**config.mk**
```make
export PLATFORM = sky130hd
export DESIGN_NAME = frs_div
export DESIGN_NICKNAME = d
export VERILOG_FILES = /design/src/frs_pkg.sv /design/src/frs_div.sv
export SDC_FILE = /design/constraint.sdc
export NUM_CORES = 1
export LEC_CHECK = 0
export CAP_MARGIN = 25
export CORE_ASPECT_RATIO = 0.75
export CORE_UTILIZATION = 45
export CTS_CLUSTER_DIAMETER = 40
export CTS_CLUSTER_SIZE = 12
export DETAILED_ROUTE_END_ITERATION = 16
export DONT_BUFFER_PORTS = 1
export PLACE_DENSITY = 0.59
export SYNTH_ARGS = -nofsm -noshare
export SYNTH_HDL_FRONTEND = slang
export SYNTH_SLANG_ARGS = --single-unit
```
**constraint.sdc**
```tcl
create_clock -name clk -period 4.6 [get_ports clk]
set_clock_uncertainty 0.15 [all_clocks]
set_input_delay 0.23 -clock clk [delete_from_list [all_inputs] [get_ports clk]]
set_output_delay 0.23 -clock clk [all_outputs]
set_load 0.02 [all_outputs]
```
**src/frs_pkg.sv**
```systemverilog
// Package for the fitness roulette selector: widths, codes and the types
// shared by the top level and the iterative divider. No dependencies.
package frs_pkg;

  localparam int MAX_POP = 256;
  localparam int IDX_W   = $clog2(MAX_POP);
  localparam int SIZE_W  = 9;
  localparam int FIT_W   = 32;
  localparam int TOT_W   = 40;
  localparam int DIV_CNT_W = $clog2(TOT_W);

  localparam logic [SIZE_W-1:0] POP_RESET = SIZE_W'(16);
  localparam logic [SIZE_W-1:0] POP_MAX   = SIZE_W'(MAX_POP);

  typedef enum logic [1:0] {
    ACT_LOAD   = 2'd0,
    ACT_STATS  = 2'd1,
    ACT_SELECT = 2'd2,
    ACT_NONE   = 2'd3
  } frs_action_t;

  typedef enum logic [1:0] {
    STATUS_OK    = 2'd0,
    STATUS_NOSEL = 2'd1,
    STATUS_RANGE = 2'd2
  } frs_status_t;

  typedef enum logic [1:0] {
    ST_IDLE,
    ST_SCAN,
    ST_DIV
  } frs_state_t;

  typedef struct packed {
    logic              start;
    logic [TOT_W-1:0]  dividend;
    logic [SIZE_W-1:0] divisor;
  } frs_div_req_t;

  typedef struct packed {
    logic             done;
    logic [TOT_W-1:0] quotient;
  } frs_div_rsp_t;

endpackage

```
**src/frs_div.sv**
```systemverilog
// Restoring divider, one quotient bit per cycle, for the statistics average.
// Depends on frs_pkg.
module frs_div (
  input  logic                 clk,
  input  logic                 rst_n,
  input  frs_pkg::frs_div_req_t req,
  output frs_pkg::frs_div_rsp_t rsp
);
  import frs_pkg::*;

  logic                 busy_r, busy_nxt;
  logic                 done_r, done_nxt;
  logic [DIV_CNT_W-1:0] cnt_r, cnt_nxt;
  logic [TOT_W-1:0]     quo_r, quo_nxt;
  logic [SIZE_W-1:0]    rem_r, rem_nxt;
  logic [SIZE_W-1:0]    div_r, div_nxt;
  logic [SIZE_W:0]      rem_sh;
  logic [SIZE_W:0]      diff;
  logic                 ge;

  assign rem_sh = {rem_r, quo_r[TOT_W-1]};
  assign ge     = rem_sh >= {1'b0, div_r};
  assign diff   = rem_sh - {1'b0, div_r};

  always_comb begin
    busy_nxt = busy_r;
    done_nxt = 1'b0;
    cnt_nxt  = cnt_r;
    quo_nxt  = quo_r;
    rem_nxt  = rem_r;
    div_nxt  = div_r;
    if (req.start) begin
      busy_nxt = 1'b1;
      cnt_nxt  = '0;
      quo_nxt  = req.dividend;
      rem_nxt  = '0;
      div_nxt  = req.divisor;
    end else if (busy_r) begin
      quo_nxt = {quo_r[TOT_W-2:0], ge};
      rem_nxt = ge ? diff[SIZE_W-1:0] : rem_sh[SIZE_W-1:0];
      cnt_nxt = cnt_r + DIV_CNT_W'(1);
      if (cnt_r == DIV_CNT_W'(TOT_W - 1)) begin
        busy_nxt = 1'b0;
        done_nxt = 1'b1;
      end
    end
  end

  always_ff @(posedge clk) begin
    if (!rst_n) begin
      busy_r <= 1'b0;
      done_r <= 1'b0;
    end else begin
      busy_r <= busy_nxt;
      done_r <= done_nxt;
    end
    cnt_r <= cnt_nxt;
    quo_r <= quo_nxt;
    rem_r <= rem_nxt;
    div_r <= div_nxt;
  end

  assign rsp.done     = done_r;
  assign rsp.quotient = quo_r;

endmodule

```
# --- Word level (Yosys, flattened, before mapping) ---
# Index checks and enable logic that the tools add are counted.
op_classes:
  magnitude_cmp: 1
  n_eq_ne: 1
  n_mux: 7
  addsub: 2
  n_reduce_logical: 2
  bitwise: 2
ops:
  columns: ["cell", "count"]
  rows:
  - ["$mux W40", 2]
  - ["$ge A10 B9 Y1", 1]
  - ["$mux W9", 1]
  - ["$sub A9 B9 Y9", 1]
  - ["$add A6 B1 Y6 const B", 1]
  - ["$eq A6 B6 Y1 const B", 1]
  - ["$mux W1", 4]
  - ["$reduce_or A3 Y1", 1]
  - ["$not A1 Y1", 2]
  - ["$reduce_bool A2 Y1", 1]
word_totals:
  elab_cells: 21
  inputBits: 52
  register_bits: 66
  out_inout_bits: 41

# --- Longest topological paths before layout ---
depth:
  ltp_word: 4
  ltp_mapped: 10
  depth_no_buf: 9

# --- Worst setup path before layout ---
# OpenSTA, ideal clock, no wires.
synth_timing:
  kind: "register to register"
  from: "register quo_r[39]"
  to: "register quo_r[0] (data pin)"
  period_less_slack_ns: 3.056
  n_path_buf: 1
  setup_ns: 0.260
  arrival_ns: 2.646
  path_slack_ns: 1.544
  path_stages_with_launch: 11
  t_required_ns: 4.190
  cell_sequence: "edfxtp_1 inv_1 ha_1 inv_1 fa_1 a211o_1 a221o_1 a211oi_2 buf_6 inv_1 mux2_2"
synth_between:
  elab_chain_cells: 3
synth_lines:
  columns: ["item", "line_no", "rtl"]
  rows:
  - ["start, declared", "frs_div.sv:14", "logic [TOT_W-1:0] quo_r, quo_nxt;"]
  - ["start signal, assigned", "frs_div.sv:58", "quo_r <= quo_nxt;"]
  - ["$ge A10 B9 Y1", "frs_div.sv:22", "assign ge = rem_sh >= {1'b0, div_r};"]
  - ["$mux W40", "frs_div.sv:38", "end else if (busy_r) begin"]
  - ["$mux W40", "frs_div.sv:32", "if (req.start) begin"]
  - ["named net quo_nxt[0]", "frs_div.sv:14", null]
# The timed path passes the listed nets, and every way through them passes these cells. The select of a mux whose other input is x is not followed.
# A chain may end at the register's enable or synchronous reset.

# --- Final worst setup path ---
# Ends and elaborated chain as after synthesis.

==> key figures <==
Floorplan
  • Starting density of the core: 47.8%
  • Die width: 97.8 um
  • Row cnt: 25
  • Ports: 93
  • Core area: 6470 um^2
  • Die area: 7220 um^2
  • Chip height: 73.8 um

Routing
  • DR DRC count: 14
  • Via count: 1,945
  • Via/cell ratio: 5.26
  • Drt total wl: 6030 um
  • Antenna-violating nets left: 0
  • DRT iter0 DRCs: 99
  • Wire length per cell: 16.3 um
  • Drt first pass iters: 10

GRT
  • Global-route wire length before repair: 9260 um
  • Largest net degree at the start of global routing: 64
  • Vias in the first global route: 1,878
  • Initial antenna violation count: 0
  • Total gr overflow: 0
  • Total track usage: 17.2%

Hold path
  • Min-delay src: req[49]
  • Hold Crit Class: in2reg

CTS
  • CTS tree: done
  • CTS Buf Count: 9
  • Clk slew on worst S/H paths: 0.07 ns
  • Post-cts sizing count: 0
  • CTS max path bufs: 2
  • Root Buffer: clkbuf_8
  • Post-CTS setup buffers: 0
  • H-tree depth: 3
  • Clk sink count: 66
  • Worst skew pair latency: 0.34 ns

Final layout
  • Layout cells sized above 1: 21.8%
  • Nets@finish: 347
  • Register Area: 1810 um^2
  • Final core utilization: 60.4%
  • Non-Filler Instances: 370
  • Syn-to-layout area delta: 26.2%
  • Area of the multi-input gates: 1180 um^2
  • Filler cell count in the final layout: 511
  • Ant diodes: 0
  • Non-Filler Cell Area, Final: 3910 um^2

Yosys
  • Cell area after synthesis: 3100 um^2
  • Ys flop type: edfxtp_1
  • Yosys reg bits: 66
  • Share of flip-flops with an asynchronous set or reset: 0%
  • Register area share after synthesis: 58.5%
  • Synth warn: 0
  • Mapped Nets: 293
  • Syn avg cell area: 13.5 um^2
  • Synth top area share: 47.5%
  • Leading post-synthesis cells by cell area: edfxtp_1, mux2_2, dfxtp_1, ha_1, mux2i_1
  • Cell variety after synth: 43
  • Number of synthesized flops with an enable pin: 49
  • Area leader, netlist: edfxtp_1
  • Syn Inst Count: 230

Critical path
  • Critical path startpoint: quo_r[39]$_DFFE_PP_
  • Kind of critical path: reg2reg
  • Worst path required time: 4.54 ns
  • Crit path DAT: 3.12 ns
  • Largest fanout on the critical path: 13
  • CP Capture Type: flop
  • Source of the worst register-to-register timing path: quo_r[39]$_DFFE_PP_
  • Setup crit start kind: flop

Outcome
  • Failing checks: DRC
  • Status: finished, violations left

Run
  • Max Cap Violations: 0

Placement
  • # port buffers: 0
  • Placed insts: 303
  • Post-DP Area: 3160 um^2
  • Dpl hpwl: 3700 um
  • GPL Wtd Cong: 0.819

STA
  • Endpoints failing hold: 0
  • RSZ-0062 raised after global routing: false
  • Final min period: 3.18 ns
  • Setup TNS: 0 ns
  • FMAX: 0.315 GHz
  • Slew Limit Headroom: 53.7%
  • Fin. max-slew vios: 0
  • Final number of setup-violating endpoints: 0
  • Period utilization: 69.1%
  • Slew @ Worst Pin: 0.693 ns

Pwr
  • Pwr Total: 1.53 mW
  • Power Density: 391 nW/um^2
  • Leakage: 1.53 nW
  • Max IR drop VDD: 246 uV
==> repair_timing <==
item | in CTS | in global routing
hold buffers | 51 | 0
setup endpoints to repair | 0 | 0
hold endpoints to repair | 75 | 0
==> registers in the layout (all words and copies together) (netlist names) <==
register  flops
quo_r        40
div_r         9
rem_r         9
cnt_r         6
busy_r        1
done_r        1
==> power breakdown <==
part	internal, mW	total [mW]	switching [mW]
Combinational	0.114	0.208	0.0944
Sequential	0.707	0.792	0.0856
Clock	0.304	0.526	0.222
==> Yosys cell counts (all sizes together), types with 3 or more instances <==
cell	instances
a21oi	4
nor2	15
a211o	3
a31oi	3
inv	16
a211oi	4
xnor2	4
o21ai	6
dfxtp	17
ha	10
mux2i	6
nand2	8
nand4	4
a21o	3
xor2	5
mux2	40
clkbuf	6
edfxtp	49
buf	4
==> through the flow <==
step	setup slack (ns)	hold slack [ns]
floorplan	1.54	0.179
global placement	1.49	0.158
detailed placement	1.45	0.161
CTS	1.43	0.0439
global route	1.31	0.0818
finish	1.42	0.0525
==> cell usage in the layout, fill, tap and decap left out, drive strengths merged, types with 2 or more instances in the layout <==
cell type    count
dlygate4sd3     50
edfxtp          49
mux2            40
dfxtp           17
inv             17
nor2            15
ha              10
clkbuf           9
nand2            8
o21ai            6
mux2i            6
xor2             5
a21oi            4
nand4            4
xnor2            4
a211oi           4
a211o            3
a31oi            3
a21o             3
buf              3
nor2b            2
o31ai            2
a311oi           2
clkinvlp         2
bufinv           2
and4             2
clkinv           2
==> critical path, cell delays in order, from the launching register on <==
cell and delay [ns]:
edfxtp_1 0.52, inv_1 0.12, ha_1 0.17, inv_1 0.07
fa_1 0.41, a211o_1 0.33, a221o_1 0.37, a211oi_2 0.24
buf_4 0.23, inv_1 0.07, mux2_2 0.25
==> cell type report <==
class,count,area share [%]
flip-flops and latches,66,46.4
multi-input cells,138,30.1
repair buffers,53,13.9
clock buffers,9,3.17
well taps,81,2.59
clock inverters,7,2.37
inverters,16,1.54
==> worst paths after layout <==
path / slack (ns) / cells past startpoint / endpoint
worst max-delay path: 1.42 / 10 / quo_r[0]$_DFFE_PP_
worst min-delay path: 0.05 / 2 / done_r$_SDFF_PP0_
worst min register to register: 0.31 / 2 / rem_r[8]$_SDFFE_PP0P_
worst max register to register: 1.42 / 10 / quo_r[0]$_DFFE_PP_
==> metal layers <==
metal,part of all wire (%),GRT usage [%],up-vias
met1,48,22.7,896
met2,45,25.9,74
met4,0.98,6.06,0
met3,6.6,6.85,7
met5,0,0,-
li1,-,-,968
==> cells by family after synthesis <==
logic type               Yosys count  synth area share (%)
XOR/XNOR                           9                  2.55
flip-flops                        66                  58.5
adder cells (fa/ha/maj)           11                  4.69
buffers and inverters             26                  3.52
AND/OR/NAND/NOR                   37                  5.82
AO/OA/AOI/OAI                     35                  8.44
multiplexers                      46                  16.5
Note: power is estimated with default switching activity, not from simulation.
